<file path="src/hw/rtl/mmt_pkg.sv">
// ----------------------------------------------------------------------------
// mmt_pkg
// Shared types, request and source codes and Q2.14 clamps for the
// modulation matrix table.
// ----------------------------------------------------------------------------
package mmt_pkg;

	localparam int CNT_W = 5;
	localparam int ACC_W = 40;
	localparam int SUM_W = 42;

	localparam logic [CNT_W-1:0] CAP_RESET = 5'd16;

	localparam logic signed [15:0] ONE_Q14     = 16'sd16384;
	localparam logic signed [15:0] MINUS_ONE_Q14 = -16'sd16384;
	localparam logic signed [15:0] ZERO_Q14    = 16'sd0;

	localparam logic signed [ACC_W-1:0] ROUND_HALF = 40'sd8192;
	localparam int FRAC_BITS = 14;

	localparam logic signed [SUM_W-1:0] SAT_MAX = 42'sd2147483647;
	localparam logic signed [SUM_W-1:0] SAT_MIN = -42'sd2147483648;

	typedef enum logic [2:0] {
		REQ_ADD    = 3'd0,
		REQ_REMOVE = 3'd1,
		REQ_SETAMT = 3'd2,
		REQ_SETACT = 3'd3,
		REQ_CLEAR  = 3'd4,
		REQ_SETSRC = 3'd5,
		REQ_PROC   = 3'd6,
		REQ_READ   = 3'd7
	} req_t;

	localparam logic [3:0] SRC_LFO3    = 4'd2;
	localparam logic [3:0] SRC_ADSR1   = 4'd3;
	localparam logic [3:0] SRC_ADSR2   = 4'd4;
	localparam logic [3:0] SRC_VEL     = 4'd7;
	localparam logic [3:0] SRC_AFT     = 4'd8;
	localparam logic [3:0] SRC_WHEEL   = 4'd9;
	localparam logic [3:0] SRC_GATE    = 4'd10;
	localparam logic [3:0] SRC_PRESS   = 4'd12;
	localparam logic [3:0] SRC_INVALID = 4'd15;

	typedef struct packed {
		logic [3:0]         src;
		logic [3:0]         dest;
		logic signed [15:0] amount;
		logic               active;
	} conn_t;

	typedef struct packed {
		logic               use_it;
		logic signed [15:0] level;
	} lvl_t;

	function automatic logic signed [15:0] clamp_sym(input logic signed [15:0] v);
		logic signed [15:0] r;
		r = v;
		if (v < MINUS_ONE_Q14) begin
			r = MINUS_ONE_Q14;
		end else if (v > ONE_Q14) begin
			r = ONE_Q14;
		end
		return r;
	endfunction

	function automatic logic signed [15:0] clamp_pos(input logic signed [15:0] v);
		logic signed [15:0] r;
		r = v;
		if (v < ZERO_Q14) begin
			r = ZERO_Q14;
		end else if (v > ONE_Q14) begin
			r = ONE_Q14;
		end
		return r;
	endfunction

endpackage

</file>
<file path="src/hw/rtl/mmt_sources.sv">
// ----------------------------------------------------------------------------
// mmt_sources
// Source value registers: stores LFO, ADSR and performance levels and
// looks up the level of one source for the accumulate path.
// ----------------------------------------------------------------------------
module mmt_sources (
	input  logic                clk,
	input  logic                arst_n,
	input  logic                set_en,
	input  logic [3:0]          set_src,
	input  logic signed [15:0]  set_val,
	output logic                set_ok,
	input  logic [3:0]          look_src,
	output mmt_pkg::lvl_t       look
);

	logic signed [15:0] lfo_q [3];
	logic signed [15:0] adsr_q [2];
	logic [2:0]         lfo_present_q;
	logic [1:0]         adsr_present_q;
	logic signed [15:0] vel_q;
	logic signed [15:0] aft_q;
	logic signed [15:0] wheel_q;
	logic signed [15:0] gate_q;
	logic signed [15:0] press_q;

	always_comb begin
		set_ok = (set_src <= mmt_pkg::SRC_ADSR2) || (set_src == mmt_pkg::SRC_VEL)
			|| (set_src == mmt_pkg::SRC_AFT) || (set_src == mmt_pkg::SRC_WHEEL)
			|| (set_src == mmt_pkg::SRC_GATE) || (set_src == mmt_pkg::SRC_PRESS);
	end

	always_ff @(posedge clk) begin
		if (set_en) begin
			if (set_src <= mmt_pkg::SRC_LFO3) begin
				lfo_q[set_src[1:0]] <= set_val;
			end else if (set_src == mmt_pkg::SRC_ADSR1) begin
				adsr_q[0] <= set_val;
			end else if (set_src == mmt_pkg::SRC_ADSR2) begin
				adsr_q[1] <= set_val;
			end
		end
	end

	always_ff @(posedge clk or negedge arst_n) begin
		if (!arst_n) begin
			lfo_present_q  <= '0;
			adsr_present_q <= '0;
			vel_q          <= '0;
			aft_q          <= '0;
			wheel_q        <= '0;
			gate_q         <= '0;
			press_q        <= '0;
		end else if (set_en) begin
			if (set_src <= mmt_pkg::SRC_LFO3) begin
				lfo_present_q[set_src[1:0]] <= 1'b1;
			end else if (set_src == mmt_pkg::SRC_ADSR1) begin
				adsr_present_q[0] <= 1'b1;
			end else if (set_src == mmt_pkg::SRC_ADSR2) begin
				adsr_present_q[1] <= 1'b1;
			end else if (set_src == mmt_pkg::SRC_VEL) begin
				vel_q <= mmt_pkg::clamp_pos(set_val);
			end else if (set_src == mmt_pkg::SRC_AFT) begin
				aft_q <= mmt_pkg::clamp_pos(set_val);
			end else if (set_src == mmt_pkg::SRC_WHEEL) begin
				wheel_q <= mmt_pkg::clamp_sym(set_val);
			end else if (set_src == mmt_pkg::SRC_GATE) begin
				gate_q <= set_val;
			end else if (set_src == mmt_pkg::SRC_PRESS) begin
				press_q <= mmt_pkg::clamp_pos(set_val);
			end
		end
	end

	always_comb begin
		look.use_it = 1'b1;
		look.level  = '0;
		if (look_src <= mmt_pkg::SRC_LFO3) begin
			look.use_it = lfo_present_q[look_src[1:0]];
			look.level  = lfo_q[look_src[1:0]];
		end else if (look_src == mmt_pkg::SRC_ADSR1) begin
			look.use_it = adsr_present_q[0];
			look.level  = adsr_q[0];
		end else if (look_src == mmt_pkg::SRC_ADSR2) begin
			look.use_it = adsr_present_q[1];
			look.level  = adsr_q[1];
		end else if (look_src == mmt_pkg::SRC_VEL) begin
			look.level = vel_q;
		end else if (look_src == mmt_pkg::SRC_AFT) begin
			look.level = aft_q;
		end else if (look_src == mmt_pkg::SRC_WHEEL) begin
			look.level = wheel_q;
		end else if (look_src == mmt_pkg::SRC_GATE) begin
			look.level = gate_q;
		end else if (look_src == mmt_pkg::SRC_PRESS) begin
			look.level = press_q;
		end else if (look_src == mmt_pkg::SRC_INVALID) begin
			look.use_it = 1'b0;
		end
	end

endmodule

</file>
<file path="src/hw/rtl/mmt_mac.sv">
// ----------------------------------------------------------------------------
// mmt_mac
// Shared multiply-accumulate unit: registered 16x16 product followed by
// a wide accumulator, fed one table entry per cycle.
// ----------------------------------------------------------------------------
module mmt_mac (
	input  logic                            clk,
	input  logic                            arst_n,
	input  logic                            clr,
	input  logic                            en,
	input  logic signed [15:0]              a,
	input  logic signed [15:0]              b,
	output logic signed [mmt_pkg::ACC_W-1:0] acc
);

	logic signed [31:0]               prod_s2;
	logic                             prodv_s2;
	logic signed [mmt_pkg::ACC_W-1:0] acc_q;

	always_ff @(posedge clk) begin
		prod_s2 <= a * b;
	end

	always_ff @(posedge clk or negedge arst_n) begin
		if (!arst_n) begin
			prodv_s2 <= 1'b0;
			acc_q    <= '0;
		end else begin
			prodv_s2 <= en;
			if (clr) begin
				acc_q <= '0;
			end else if (prodv_s2) begin
				acc_q <= acc_q + {{(mmt_pkg::ACC_W-32){prod_s2[31]}}, prod_s2};
			end
		end
	end

	assign acc = acc_q;

endmodule

</file>
<file path="src/hw/rtl/modulation_matrix_table_core.sv">
// ----------------------------------------------------------------------------
// modulation_matrix_table_core
// Compacted table of modulation connections with source registers and a
// sequencer that edits entries and sums modulation through one MAC unit.
//
// Add, clear, set source value and any request with a bad index finish
// without raising busy; read, set amount and set active pass S_RWAIT;
// remove walks S_SHRD and S_SHWR, one read and one write per moved entry;
// process makes one table read per entry into the shared MAC, then passes
// S_PDRAIN and S_PFIN. One item at a time; results cannot be stalled.
// Reset clears counts, source-present bits, performance levels and the
// capacity register (to 16); the table itself needs no clearing.
// ----------------------------------------------------------------------------
module modulation_matrix_table_core #(
	parameter int MAX_ENTRIES = 16
) (
	input  logic                clk,
	input  logic                arst_n,
	input  logic                psel,
	input  logic                penable,
	input  logic                pwrite,
	input  logic [2:0]          paddr,
	input  logic [31:0]         pwdata,
	output logic [31:0]         prdata,
	output logic                pready,
	input  logic                start,
	output logic                busy,
	input  logic [2:0]          req_type,
	input  logic [3:0]          entry_index,
	input  logic [3:0]          source_code,
	input  logic [3:0]          dest_code,
	input  logic signed [15:0]  amount_in,
	input  logic                active_in,
	input  logic signed [15:0]  source_value,
	input  logic signed [31:0]  base_in,
	output logic                done,
	output logic                ok,
	output logic signed [31:0]  modulated_value,
	output logic signed [15:0]  read_amount,
	output logic                read_active,
	output logic [4:0]          entry_count,
	output logic [4:0]          active_count
);

	localparam int AW = (MAX_ENTRIES > 1) ? $clog2(MAX_ENTRIES) : 1;
	localparam int CW = mmt_pkg::CNT_W;

	typedef enum logic [2:0] {
		S_IDLE,
		S_RWAIT,
		S_SHRD,
		S_SHWR,
		S_PRUN,
		S_PDRAIN,
		S_PFIN
	} state_t;

	state_t              state_q;
	mmt_pkg::req_t       req_q;
	mmt_pkg::req_t       req_in;
	logic [3:0]          idx_q;
	logic [3:0]          dest_q;
	logic signed [15:0]  amt_q;
	logic                act_q;
	logic signed [31:0]  base_q;
	logic [CW-1:0]       ptr_q;
	logic [CW-1:0]       stored_q;
	logic [CW-1:0]       enabled_q;
	logic [CW-1:0]       cap_q;
	logic [CW-1:0]       cap_eff;
	logic                v_s1;
	logic                done_q;
	logic                ok_q;
	logic signed [31:0]  modv_q;
	logic signed [15:0]  ramt_q;
	logic                ract_q;

	logic                accept;
	logic                good_in;
	logic                cfg_wr;
	logic                set_ok;
	mmt_pkg::lvl_t       look;
	logic                mac_en;
	logic                mac_clr;
	logic signed [mmt_pkg::ACC_W-1:0] acc;
	logic signed [mmt_pkg::ACC_W-1:0] rnd;
	logic signed [mmt_pkg::ACC_W-1:0] qs;
	logic signed [mmt_pkg::SUM_W-1:0] total;
	logic signed [31:0]  sat;

	mmt_pkg::conn_t      mem [MAX_ENTRIES];
	mmt_pkg::conn_t      rd_q;
	logic                mem_re;
	logic [AW-1:0]       mem_ra;
	logic                mem_we;
	logic [AW-1:0]       mem_wa;
	mmt_pkg::conn_t      mem_wd;

	assign accept  = start && !busy;
	assign busy    = (state_q != S_IDLE);
	assign req_in  = mmt_pkg::req_t'(req_type);
	assign cap_eff = (int'(cap_q) < MAX_ENTRIES) ? cap_q : CW'(MAX_ENTRIES);
	assign good_in = ({1'b0, entry_index} < stored_q) && (int'(entry_index) < MAX_ENTRIES);

	assign cfg_wr = psel && penable && pwrite && !paddr[2];
	assign pready = 1'b1;
	assign prdata = paddr[2] ? '0 : {{(32-CW){1'b0}}, cap_q};

	always_ff @(posedge clk or negedge arst_n) begin
		if (!arst_n) begin
			cap_q <= mmt_pkg::CAP_RESET;
		end else if (cfg_wr) begin
			cap_q <= pwdata[CW-1:0];
		end
	end

	mmt_sources u_sources (
		.clk      (clk),
		.arst_n   (arst_n),
		.set_en   (accept && (req_in == mmt_pkg::REQ_SETSRC)),
		.set_src  (source_code),
		.set_val  (source_value),
		.set_ok   (set_ok),
		.look_src (rd_q.src),
		.look     (look)
	);

	assign mac_en  = v_s1 && rd_q.active && (rd_q.dest == dest_q) && look.use_it;
	assign mac_clr = accept && (req_in == mmt_pkg::REQ_PROC);

	mmt_mac u_mac (
		.clk    (clk),
		.arst_n (arst_n),
		.clr    (mac_clr),
		.en     (mac_en),
		.a      (look.level),
		.b      (rd_q.amount),
		.acc    (acc)
	);

	always_comb begin
		rnd   = acc + mmt_pkg::ROUND_HALF;
		qs    = rnd >>> mmt_pkg::FRAC_BITS;
		total = {{(mmt_pkg::SUM_W-mmt_pkg::ACC_W){qs[mmt_pkg::ACC_W-1]}}, qs}
			+ {{(mmt_pkg::SUM_W-32){base_q[31]}}, base_q};
		if (total > mmt_pkg::SAT_MAX) begin
			sat = mmt_pkg::SAT_MAX[31:0];
		end else if (total < mmt_pkg::SAT_MIN) begin
			sat = mmt_pkg::SAT_MIN[31:0];
		end else begin
			sat = total[31:0];
		end
	end

	always_comb begin
		mem_re = 1'b0;
		mem_ra = AW'(ptr_q);
		mem_we = 1'b0;
		mem_wa = AW'(idx_q);
		mem_wd = rd_q;
		unique case (state_q)
			S_IDLE: begin
				if (accept && (req_in == mmt_pkg::REQ_ADD) && (stored_q < cap_eff)) begin
					mem_we = 1'b1;
					mem_wa = AW'(stored_q);
					mem_wd = '{src: source_code, dest: dest_code, amount: amount_in,
						active: active_in};
				end else if (accept && good_in && ((req_in == mmt_pkg::REQ_REMOVE)
					|| (req_in == mmt_pkg::REQ_SETAMT) || (req_in == mmt_pkg::REQ_SETACT)
					|| (req_in == mmt_pkg::REQ_READ))) begin
					mem_re = 1'b1;
					mem_ra = AW'(entry_index);
				end
			end
			S_RWAIT: begin
				if (req_q == mmt_pkg::REQ_SETAMT) begin
					mem_we        = 1'b1;
					mem_wd.amount = mmt_pkg::clamp_sym(amt_q);
				end else if (req_q == mmt_pkg::REQ_SETACT) begin
					mem_we        = 1'b1;
					mem_wd.active = act_q;
				end
			end
			S_SHRD: begin
				if ((ptr_q + CW'(1)) < stored_q) begin
					mem_re = 1'b1;
					mem_ra = AW'(ptr_q + CW'(1));
				end
			end
			S_SHWR: begin
				mem_we = 1'b1;
				mem_wa = AW'(ptr_q);
			end
			S_PRUN: begin
				mem_re = (ptr_q < stored_q);
			end
			default: begin
			end
		endcase
	end

	always_ff @(posedge clk) begin
		if (mem_we) begin
			mem[mem_wa] <= mem_wd;
		end
		if (mem_re) begin
			rd_q <= mem[mem_ra];
		end
	end

	always_ff @(posedge clk or negedge arst_n) begin
		if (!arst_n) begin
			state_q   <= S_IDLE;
			req_q     <= mmt_pkg::REQ_ADD;
			idx_q     <= '0;
			dest_q    <= '0;
			amt_q     <= '0;
			act_q     <= 1'b0;
			base_q    <= '0;
			ptr_q     <= '0;
			stored_q  <= '0;
			enabled_q <= '0;
			v_s1      <= 1'b0;
			done_q    <= 1'b0;
			ok_q      <= 1'b0;
			modv_q    <= '0;
			ramt_q    <= '0;
			ract_q    <= 1'b0;
		end else begin
			done_q <= 1'b0;
			v_s1   <= 1'b0;
			unique case (state_q)
				S_IDLE: begin
					if (accept) begin
						req_q  <= req_in;
						idx_q  <= entry_index;
						dest_q <= dest_code;
						amt_q  <= amount_in;
						act_q  <= active_in;
						base_q <= base_in;
						ok_q   <= 1'b0;
						modv_q <= '0;
						ramt_q <= '0;
						ract_q <= 1'b0;
						unique case (req_in)
							mmt_pkg::REQ_ADD: begin
								if (stored_q < cap_eff) begin
									stored_q  <= stored_q + CW'(1);
									enabled_q <= enabled_q + CW'(active_in);
									ok_q      <= 1'b1;
								end
								done_q <= 1'b1;
							end
							mmt_pkg::REQ_CLEAR: begin
								stored_q  <= '0;
								enabled_q <= '0;
								ok_q      <= 1'b1;
								done_q    <= 1'b1;
							end
							mmt_pkg::REQ_SETSRC: begin
								ok_q   <= set_ok;
								done_q <= 1'b1;
							end
							mmt_pkg::REQ_PROC: begin
								ptr_q   <= '0;
								state_q <= S_PRUN;
							end
							default: begin
								if (good_in) begin
									state_q <= S_RWAIT;
								end else begin
									done_q <= 1'b1;
								end
							end
						endcase
					end
				end
				S_RWAIT: begin
					unique case (req_q)
						mmt_pkg::REQ_REMOVE: begin
							if (rd_q.active && (enabled_q != '0)) begin
								enabled_q <= enabled_q - CW'(1);
							end
							ptr_q   <= CW'(idx_q);
							state_q <= S_SHRD;
						end
						mmt_pkg::REQ_SETACT: begin
							if (rd_q.active && !act_q && (enabled_q != '0)) begin
								enabled_q <= enabled_q - CW'(1);
							end else if (!rd_q.active && act_q) begin
								enabled_q <= enabled_q + CW'(1);
							end
							ok_q    <= 1'b1;
							done_q  <= 1'b1;
							state_q <= S_IDLE;
						end
						mmt_pkg::REQ_READ: begin
							ramt_q  <= rd_q.amount;
							ract_q  <= rd_q.active;
							ok_q    <= 1'b1;
							done_q  <= 1'b1;
							state_q <= S_IDLE;
						end
						default: begin
							ok_q    <= 1'b1;
							done_q  <= 1'b1;
							state_q <= S_IDLE;
						end
					endcase
				end
				S_SHRD: begin
					if ((ptr_q + CW'(1)) < stored_q) begin
						state_q <= S_SHWR;
					end else begin
						stored_q <= stored_q - CW'(1);
						ok_q     <= 1'b1;
						done_q   <= 1'b1;
						state_q  <= S_IDLE;
					end
				end
				S_SHWR: begin
					ptr_q   <= ptr_q + CW'(1);
					state_q <= S_SHRD;
				end
				S_PRUN: begin
					if (ptr_q < stored_q) begin
						ptr_q <= ptr_q + CW'(1);
						v_s1  <= 1'b1;
					end else begin
						state_q <= S_PDRAIN;
					end
				end
				S_PDRAIN: begin
					state_q <= S_PFIN;
				end
				S_PFIN: begin
					modv_q  <= sat;
					ok_q    <= 1'b1;
					done_q  <= 1'b1;
					state_q <= S_IDLE;
				end
				default: begin
					state_q <= S_IDLE;
				end
			endcase
		end
	end

	assign done            = done_q;
	assign ok              = ok_q;
	assign modulated_value = modv_q;
	assign read_amount     = ramt_q;
	assign read_active     = ract_q;
	assign entry_count     = stored_q;
	assign active_count    = enabled_q;

endmodule

</file>
<file path="config.mk">
export PLATFORM = sky130hd
export DESIGN_NAME = modulation_matrix_table_core
export DESIGN_NICKNAME = d
export VERILOG_FILES = /design/src/hw/rtl/mmt_pkg.sv /design/src/hw/rtl/mmt_sources.sv /design/src/hw/rtl/mmt_mac.sv /design/src/hw/rtl/modulation_matrix_table_core.sv
export SDC_FILE = /design/constraint.sdc
export NUM_CORES = 2
export LEC_CHECK = 0
export ABC_CLOCK_PERIOD_IN_PS = 9400
export BUFFER_PORTS_ARGS = -buffer_cell sky130_fd_sc_hd__buf_4
export CAP_MARGIN = 20
export CORE_UTILIZATION = 35
export CTS_CLUSTER_DIAMETER = 100
export DETAILED_ROUTE_END_ITERATION = 10
export HOLD_SLACK_MARGIN = 0.02
export PLACE_DENSITY = 0.57
export RECOVER_POWER = 50
export SLEW_MARGIN = 25
export SYNTH_ARGS = -nofsm -noshare
export SYNTH_HDL_FRONTEND = slang
export SYNTH_SLANG_ARGS = --single-unit
</file>
<file path="constraint.sdc">
create_clock -name clk -period 9.4 [get_ports clk]
set_input_delay 1.88 -clock clk [delete_from_list [all_inputs] [get_ports clk]]
set_output_delay 1.88 -clock clk [all_outputs]
set_load 0.005 [all_outputs]
</file>
# Word-level counts from Yosys, hierarchy flattened
# Memories as Yosys holds them, arrays and structs flattened. A register that Yosys moved wholly into a read port is not among the register bits.
# Index checks and enable logic that the tools add are counted.
word_totals:
  register_bits: 293
  mem_bits_rw: 480
  in_bits: 121
  out_inout_bits: 95
  word_cells: 286
  memories: 3
memory_table:
  columns: ["memory", "words", "width", "read_ports", "rd_clocked_by_memory_dff", "wr", "line", "rtl"]
  rows:
  - ["mem", 16, 25, 1, 1, 1, "modulation_matrix_table_core.sv:91", "mmt_pkg::conn_t mem [MAX_ENTRIES];"]
  - ["u_sources.lfo_q", 3, 16, 1, 0, 1, "mmt_sources.sv:17", "logic signed [15:0] lfo_q [3];"]
  - ["u_sources.adsr_q", 2, 16, 2, 0, 1, "mmt_sources.sv:18", "logic signed [15:0] adsr_q [2];"]
op_classes:
  n_reduce_logical: 58
  n_addsub: 9
  order_cmp: 18
  mux: 113
  n_eq_ne: 48
  mul: 1
  bitwise: 8
op_table:
  columns: ["cell", "n"]
  rows:
  - ["16-bit two-way mux", 14]
  - ["32-bit two-way mux", 3]
  - ["40-bit two-way mux", 2]
  - ["5-bit two-way mux", 14]
  - ["32-bit case mux with 2 select lines", 1]
  - ["17-bit two-way mux", 3]
  - ["5-bit case mux with 2 select lines", 5]
  - ["1-bit two-way mux", 44]
  - ["40-bit by 15-bit adder with 40-bit output (second input constant)", 1]
  - ["40-bit adder", 1]
  - ["4-bit equality test (second input constant)", 9]
  - ["17-bit case mux with 2 select lines", 1]
  - ["26-bit by 32-bit adder with 33-bit output", 1]
  - ["33-bit by 32-bit > comparator with 1-bit output (second input constant)", 1]
  - ["33-bit by 32-bit < comparator with 1-bit output (second input constant)", 1]
  - ["16-bit > comparator (second input constant)", 2]
  - ["16-bit by 15-bit < comparator with 1-bit output (second input constant)", 2]
  - ["16-bit by 16-bit multiplier with 32-bit output", 1]
  - ["16-bit case mux with 2 select lines", 1]
  - ["25-bit two-way mux", 1]
  - ["3-bit equality test (second input constant)", 8]
  - ["5-bit case mux with 4 select lines", 1]
  - ["3-bit by 2-bit equality test with 1-bit output (second input constant)", 6]
  - ["1-bit logical AND", 18]
  - ["other kinds (51)", 114]

# Depth between registers and ports, before layout
logic_depth:
  word_depth: 11
  ltp_mapped: 32
  mapped_depth_nobuf: 30

# Modules after synthesis
# Synthesis repeated with hierarchy kept, for this count alone.
unflattened:
  cells_unflattened: 4217
  area_unflattened_um2: 47236.6
by_module_without_submodules:
  columns: ["mod", "seq_area_each_um2", "instances", "area_per_inst_um2", "cells_per_inst"]
  rows:
  - ["modulation_matrix_table_core", 16141.7, 1, 25724.7, 2127]
  - ["mmt_mac", 1666.6, 1, 14214.9, 1568]
  - ["mmt_sources", 4529.3, 1, 7297.0, 522]

# Worst setup path after synthesis
# OpenSTA, ideal clock, no wires.
synth_timing:
  path_type: "reg2reg"
  startpoint: "register rd_q[21] (netlist name)"
  endpoint: "register u_mac.prod_s2[31]"
  t_arrival_ns: 7.742
  path_stages_with_launch: 30
  n_path_buf: 3
  synth_period_minus_slack_ns: 7.815
  setup_ns: 0.072
  setup_slack_ns: 1.585
  cell_sequence: "edfxtp_1 > buf_1 > nor3b_1 > clkbuf_1 > a222oi_1 > nand3_1 > o21ai_0 > nand2_1 > buf_2 > nand2_1 > inv_1 > fa_1 > fa_1 > fa_1 > fa_1 > fa_1 > inv_1 > fa_1 > inv_1 > ha_1 > nand4_1 > nor2_1 > and2_1 > and3_1 > a211oi_1 > a21oi_1 > or3_1 > a31o_2 > a21oi_1 > xnor2_1"
synth_via:
  elab_chain_len: 10
  elab_cells_between_ends: 18
  classes_between: "1 x mul; 1 x order compare; 7 x eq/ne; 8 x mux; 1 x memory"
synth_rtl:
  columns: ["element", "line", "rtl"]
  rows:
  - ["4-bit equality test", "mmt_sources.sv:95", "end else if (look_src == mmt_pkg::SRC_PRESS) begin"]
  - ["16-bit two-way mux", "mmt_sources.sv:95", null]
  - ["16-bit two-way mux", "mmt_sources.sv:93", "end else if (look_src == mmt_pkg::SRC_GATE) begin"]
  - ["16-bit two-way mux", "mmt_sources.sv:91", "end else if (look_src == mmt_pkg::SRC_WHEEL) begin"]
  - ["16-bit two-way mux", "mmt_sources.sv:89", "end else if (look_src == mmt_pkg::SRC_AFT) begin"]
  - ["16-bit two-way mux", "mmt_sources.sv:87", "end else if (look_src == mmt_pkg::SRC_VEL) begin"]
  - ["17-bit two-way mux", "mmt_sources.sv:84", "end else if (look_src == mmt_pkg::SRC_ADSR2) begin"]
  - ["17-bit two-way mux", "mmt_sources.sv:81", "end else if (look_src == mmt_pkg::SRC_ADSR1) begin"]
  - ["17-bit two-way mux *", "mmt_sources.sv:78", "if (look_src <= mmt_pkg::SRC_LFO3) begin"]
  - ["16-bit by 16-bit multiplier with 32-bit output *", "mmt_mac.sv:21", "prod_s2 <= a * b;"]
  - ["end signal: assignment", "mmt_mac.sv:21", null]
  - ["end: declaration", "mmt_mac.sv:16", "logic signed [31:0] prod_s2;"]
# Mark *: on every way between the ends. The rest lies on a longest branch, timed or not.
# A chain may end at the register's enable or synchronous reset.

# Final worst setup path
layout_timing:
  startpoint: "register rd_q[22] (netlist name)"
  endpoint: "register u_mac.prod_s2[30]"
layout_via:
  elab_chain_len: 10
  elab_cells_between_ends: 18
  classes_between: "1 x mul; 1 x order compare; 7 x eq/ne; 8 x mux; 1 x memory"
layout_rtl:
  columns: ["element", "line"]
  rows:
  - ["4-bit equality test", "mmt_sources.sv:95"]
  - ["16-bit two-way mux", "mmt_sources.sv:95"]
  - ["16-bit two-way mux", "mmt_sources.sv:93"]
  - ["16-bit two-way mux", "mmt_sources.sv:91"]
  - ["16-bit two-way mux", "mmt_sources.sv:89"]
  - ["16-bit two-way mux", "mmt_sources.sv:87"]
  - ["17-bit two-way mux", "mmt_sources.sv:84"]
  - ["17-bit two-way mux", "mmt_sources.sv:81"]
  - ["17-bit two-way mux *", "mmt_sources.sv:78"]
  - ["16-bit by 16-bit multiplier with 32-bit output *", "mmt_mac.sv:21"]
# Marked as above.

==> impl_metrics.xml <==
<?xml version="1.0" encoding="UTF-8"?>
<metrics>
  <group name="cts">
    <metric name="cts_tree" unit="">done</metric>
    <metric name="clk_latency" unit="ns">0.72</metric>
    <metric name="cts_hold_buffers" unit="">0</metric>
    <metric name="longest_clk_path_bufs" unit="">3</metric>
    <metric name="cts.clk_slew.worst_paths" unit="ns">0.06</metric>
    <metric name="cts_root_buf" unit="">sky130_fd_sc_hd__clkbuf_16</metric>
    <metric name="clkSinkCount" unit="">798</metric>
    <metric name="cts_made_buffers" unit="">84</metric>
    <metric name="ctsHtreeMaxLevel" unit="">3</metric>
    <metric name="postCtsResizedCells" unit="">0</metric>
    <metric name="cts_setup_buffers" unit="">0</metric>
  </group>
  <group name="global_routing">
    <metric name="overflow" unit="">0</metric>
    <metric name="antenna_found_initial" unit="">4</metric>
    <metric name="grt_start_max_net_pins" unit="">86</metric>
    <metric name="wire_length_of_the_first_global_routing_pass" unit="um">186000</metric>
    <metric name="global_route.usage.total" unit="">0.177</metric>
    <metric name="number_of_global_route_vias_before_repair" unit="">30914</metric>
  </group>
  <group name="worst_setup_path">
    <metric name="cp-start-kind" unit="">flop</metric>
    <metric name="worstSetupEndpointType" unit="">flop</metric>
    <metric name="critical_path.n_buffers_inverters" unit="">6</metric>
    <metric name="worstPathRequired" unit="ns">9.98</metric>
    <metric name="timing.setup.critical_path_class" unit="">flop to flop</metric>
    <metric name="worst-path-max-fanout" unit="">16</metric>
    <metric name="biggest_cell_delay_along_the_critical_path" unit="ns">0.76</metric>
    <metric name="critical-path-top-cell-by-count" unit="">sky130_fd_sc_hd__fa_1</metric>
    <metric name="cell_with_the_largest_stage_delay_on_the_worst_path" unit="">sky130_fd_sc_hd__and3_1</metric>
    <metric name="critical-path-top-delay-family" unit="">adder cells</metric>
    <metric name="worstPathArrival" unit="ns">9.13</metric>
  </group>
  <group name="floorplan">
    <metric name="core_area" unit="sq um">132000</metric>
    <metric name="initial_standard_cell_utilization_of_the_core" unit="">0.354</metric>
    <metric name="dieArea" unit="sq um">135000</metric>
    <metric name="die_height" unit="um">367</metric>
    <metric name="design.portCount" unit="">216</metric>
    <metric name="fp.dieW" unit="um">367</metric>
    <metric name="row_count" unit="">133</metric>
  </group>
  <group name="job">
    <metric name="max_cap_violations" unit="">10</metric>
  </group>
  <group name="placement">
    <metric name="io_buffers" unit="">158</metric>
    <metric name="gpl.final_weighted_congestion" unit="">0.827</metric>
    <metric name="detailedPlacementHpwl" unit="um">81800</metric>
    <metric name="place_ws" unit="ns">0.872</metric>
  </group>
  <group name="finish">
    <metric name="n_antenna_cell" unit="">0</metric>
    <metric name="final_common_cell" unit="">sky130_fd_sc_hd__nand2_1</metric>
    <metric name="most-common-layout-cells" unit="">sky130_fd_sc_hd__nand2_1 (590), sky130_fd_sc_hd__edfxtp_1 (505), sky130_fd_sc_hd__inv_1 (345), sky130_fd_sc_hd__fa_1 (264), sky130_fd_sc_hd__dfrtp_1 (259)</metric>
    <metric name="layout_area_growth_over_synthesis" unit="%">13.3</metric>
    <metric name="share_of_post_route_cells_with_drive_strength_above_1" unit="">0.102</metric>
    <metric name="nNetsFinal" unit="">4816</metric>
  </group>
  <group name="sta">
    <metric name="max-slew-margin-rel" unit="">-2.25</metric>
    <metric name="fin_crit" unit="ns">8.54</metric>
    <metric name="setup_tns" unit="ns">0</metric>
    <metric name="maxClockFrequency" unit="MHz">117</metric>
    <metric name="timing.final.setup_violations" unit="">0</metric>
    <metric name="worst-slew-pin-transition" unit="ns">4.87</metric>
    <metric name="final_hold_vio_count" unit="">0</metric>
    <metric name="share_of_the_clock_period_used_by_the_worst_path_after_layout" unit="">0.909</metric>
    <metric name="final.hold.worst_slack" unit="ns">0.465</metric>
    <metric name="grt_setup_unrepaired" unit="">false</metric>
    <metric name="maxSlewViolCount" unit="">498</metric>
    <metric name="postLayoutSetupSlackWorst" unit="ns">0.858</metric>
    <metric name="clock-skew-final" unit="ns">0.0767</metric>
  </group>
  <group name="yosys">
    <metric name="postSynth.topFlopCell" unit="">sky130_fd_sc_hd__edfxtp_1</metric>
    <metric name="synthesized_flop_and_latch_total" unit="">798</metric>
    <metric name="netlist.area_leader.share" unit="">0.325</metric>
    <metric name="synth-seq-area-share" unit="">0.479</metric>
    <metric name="synth_top_area_cell" unit="">sky130_fd_sc_hd__edfxtp_1</metric>
    <metric name="synth_edf_count" unit="">505</metric>
    <metric name="synth_area_per_cell" unit="sq um">11.4</metric>
    <metric name="synthTopCellsByArea" unit="">sky130_fd_sc_hd__edfxtp_1 (33%), sky130_fd_sc_hd__dfrtp_1 (14%), sky130_fd_sc_hd__fa_1 (11%), sky130_fd_sc_hd__mux2i_1 (5.0%), sky130_fd_sc_hd__nand2_1 (4.8%)</metric>
    <metric name="synthesis.area" unit="sq um">46700</metric>
    <metric name="synth.lib_cells_used.distinct" unit="">81</metric>
    <metric name="number_of_standard_cells_after_synthesis" unit="">4110</metric>
    <metric name="async_flop_share" unit="">0.327</metric>
    <metric name="yosysWarnings" unit="">0</metric>
  </group>
  <group name="min_path">
    <metric name="type_of_the_worst_min_delay_path" unit="">flop to flop</metric>
  </group>
  <group name="routing">
    <metric name="drc" unit="">0</metric>
    <metric name="drt-pass1-iter-count" unit="">8</metric>
    <metric name="ant_nets" unit="">0</metric>
    <metric name="routed_via_density" unit="">5.07</metric>
    <metric name="detailroute.via_count" unit="">30845</metric>
    <metric name="detail_route.wirelength" unit="um">119000</metric>
    <metric name="wl_per_cell" unit="um">19.5</metric>
    <metric name="dr.first_iter.drc_count" unit="">2185</metric>
  </group>
  <group name="run_status">
    <metric name="violations" unit="">max-capacitance violations, max-slew violations</metric>
    <metric name="run_status" unit="">finished, violations left</metric>
  </group>
</metrics>
==> cell usage after synthesis, types with 94 or more instances <==
| master | number |
|---|---|
| sky130_fd_sc_hd__nand2_1 | 593 |
| sky130_fd_sc_hd__edfxtp_1 | 505 |
| sky130_fd_sc_hd__inv_1 | 345 |
| sky130_fd_sc_hd__fa_1 | 264 |
| sky130_fd_sc_hd__dfrtp_1 | 260 |
| sky130_fd_sc_hd__mux2i_1 | 235 |
| sky130_fd_sc_hd__o21ai_0 | 194 |
| sky130_fd_sc_hd__nor2_1 | 187 |
| sky130_fd_sc_hd__ha_1 | 176 |
| sky130_fd_sc_hd__clkbuf_1 | 139 |
| sky130_fd_sc_hd__and2_1 | 132 |
| sky130_fd_sc_hd__a21oi_1 | 124 |
| sky130_fd_sc_hd__xnor2_1 | 94 |
==> cells by family after synthesis <==
family | Yosys count | share of synthesized area
buffers and inverters | 561 | 0.0492
adder cells (fa/ha/maj) | 440 | 0.160
other | 2 | 0.000161
flip-flops | 798 | 0.479
AND/OR/NAND/NOR | 1142 | 0.110
multiplexers | 334 | 0.0784
XOR/XNOR | 126 | 0.0237
AO/OA/AOI/OAI | 707 | 0.0994
==> layout make-up <==
class                           instances  area (sq um)
Clock buffer                          113          2360
Clock inverter                         45           549
Fill cell                           12717         78900
Inverter                              345          1290
Multi-Input combinational cell       2777         22300
Sequential cell                       798         22300
Tap cell                             1755          2200
Timing Repair Buffer                  249          1860
==> state kept, by name, indices dropped and copies added (netlist names), 25 cells and up <==
signal / flops
modulated_value: 32
u_mac.acc: 40
u_sources.adsr_q: 32
base_q: 32
rd_q: 25
mem: 400
u_sources.lfo_q: 48
u_mac.prod_s2: 32
==> final timing paths <==
kind | startpoint | endpoint | slack [ns] | cells past startpoint
setup / recovery | rd_q[22] | u_mac.prod_s2[30] | 0.86 | 30
min in group asynchronous | arst_n | modulated_value[22] | 2.95 | 1
setup reg to reg | rd_q[22] | u_mac.prod_s2[30] | 0.86 | 30
hold reg to reg | u_sources.lfo_present_q[1] | u_sources.lfo_present_q[1] | 0.47 | 1
hold / removal | u_sources.lfo_present_q[1] | u_sources.lfo_present_q[1] | 0.47 | 1
max in group asynchronous | arst_n | u_mac.acc[2] | 2.09 | 2
==> per-stage QoR <==
stage          instances   util  cell area, sq um
6_report            6082  0.401             52900
5_1_grt             6082  0.401             52900
4_1_cts             6081  0.403             53100
3_5_place_dp        5923  0.381             50200
3_3_place_gp        5913  0.379             49900
2_1_floorplan       4136      -             46800
==> worst reg2reg max path: cells and delay by family (launching register included) <==
kind | cells | cell delay [ns]
XOR/XNOR | 1 | 0.14
buffers and inverters | 6 | 0.71
AND/OR/NAND/NOR | 6 | 1.92
flip-flops | 1 | 0.53
AO/OA/AOI/OAI | 10 | 1.96
adder cells (fa/ha/maj) | 7 | 3.17
==> metal layers <==
metal / routed length (um) / track usage
met3: 5610 / 0.0248
met2: 57300 / 0.293
met4: 2130 / 0.0391
met1: 53700 / 0.244
met5: 0 / 0
Power is not shown: default switching activity piles up to over one toggle a cycle in this logic, so the estimate is an artifact.
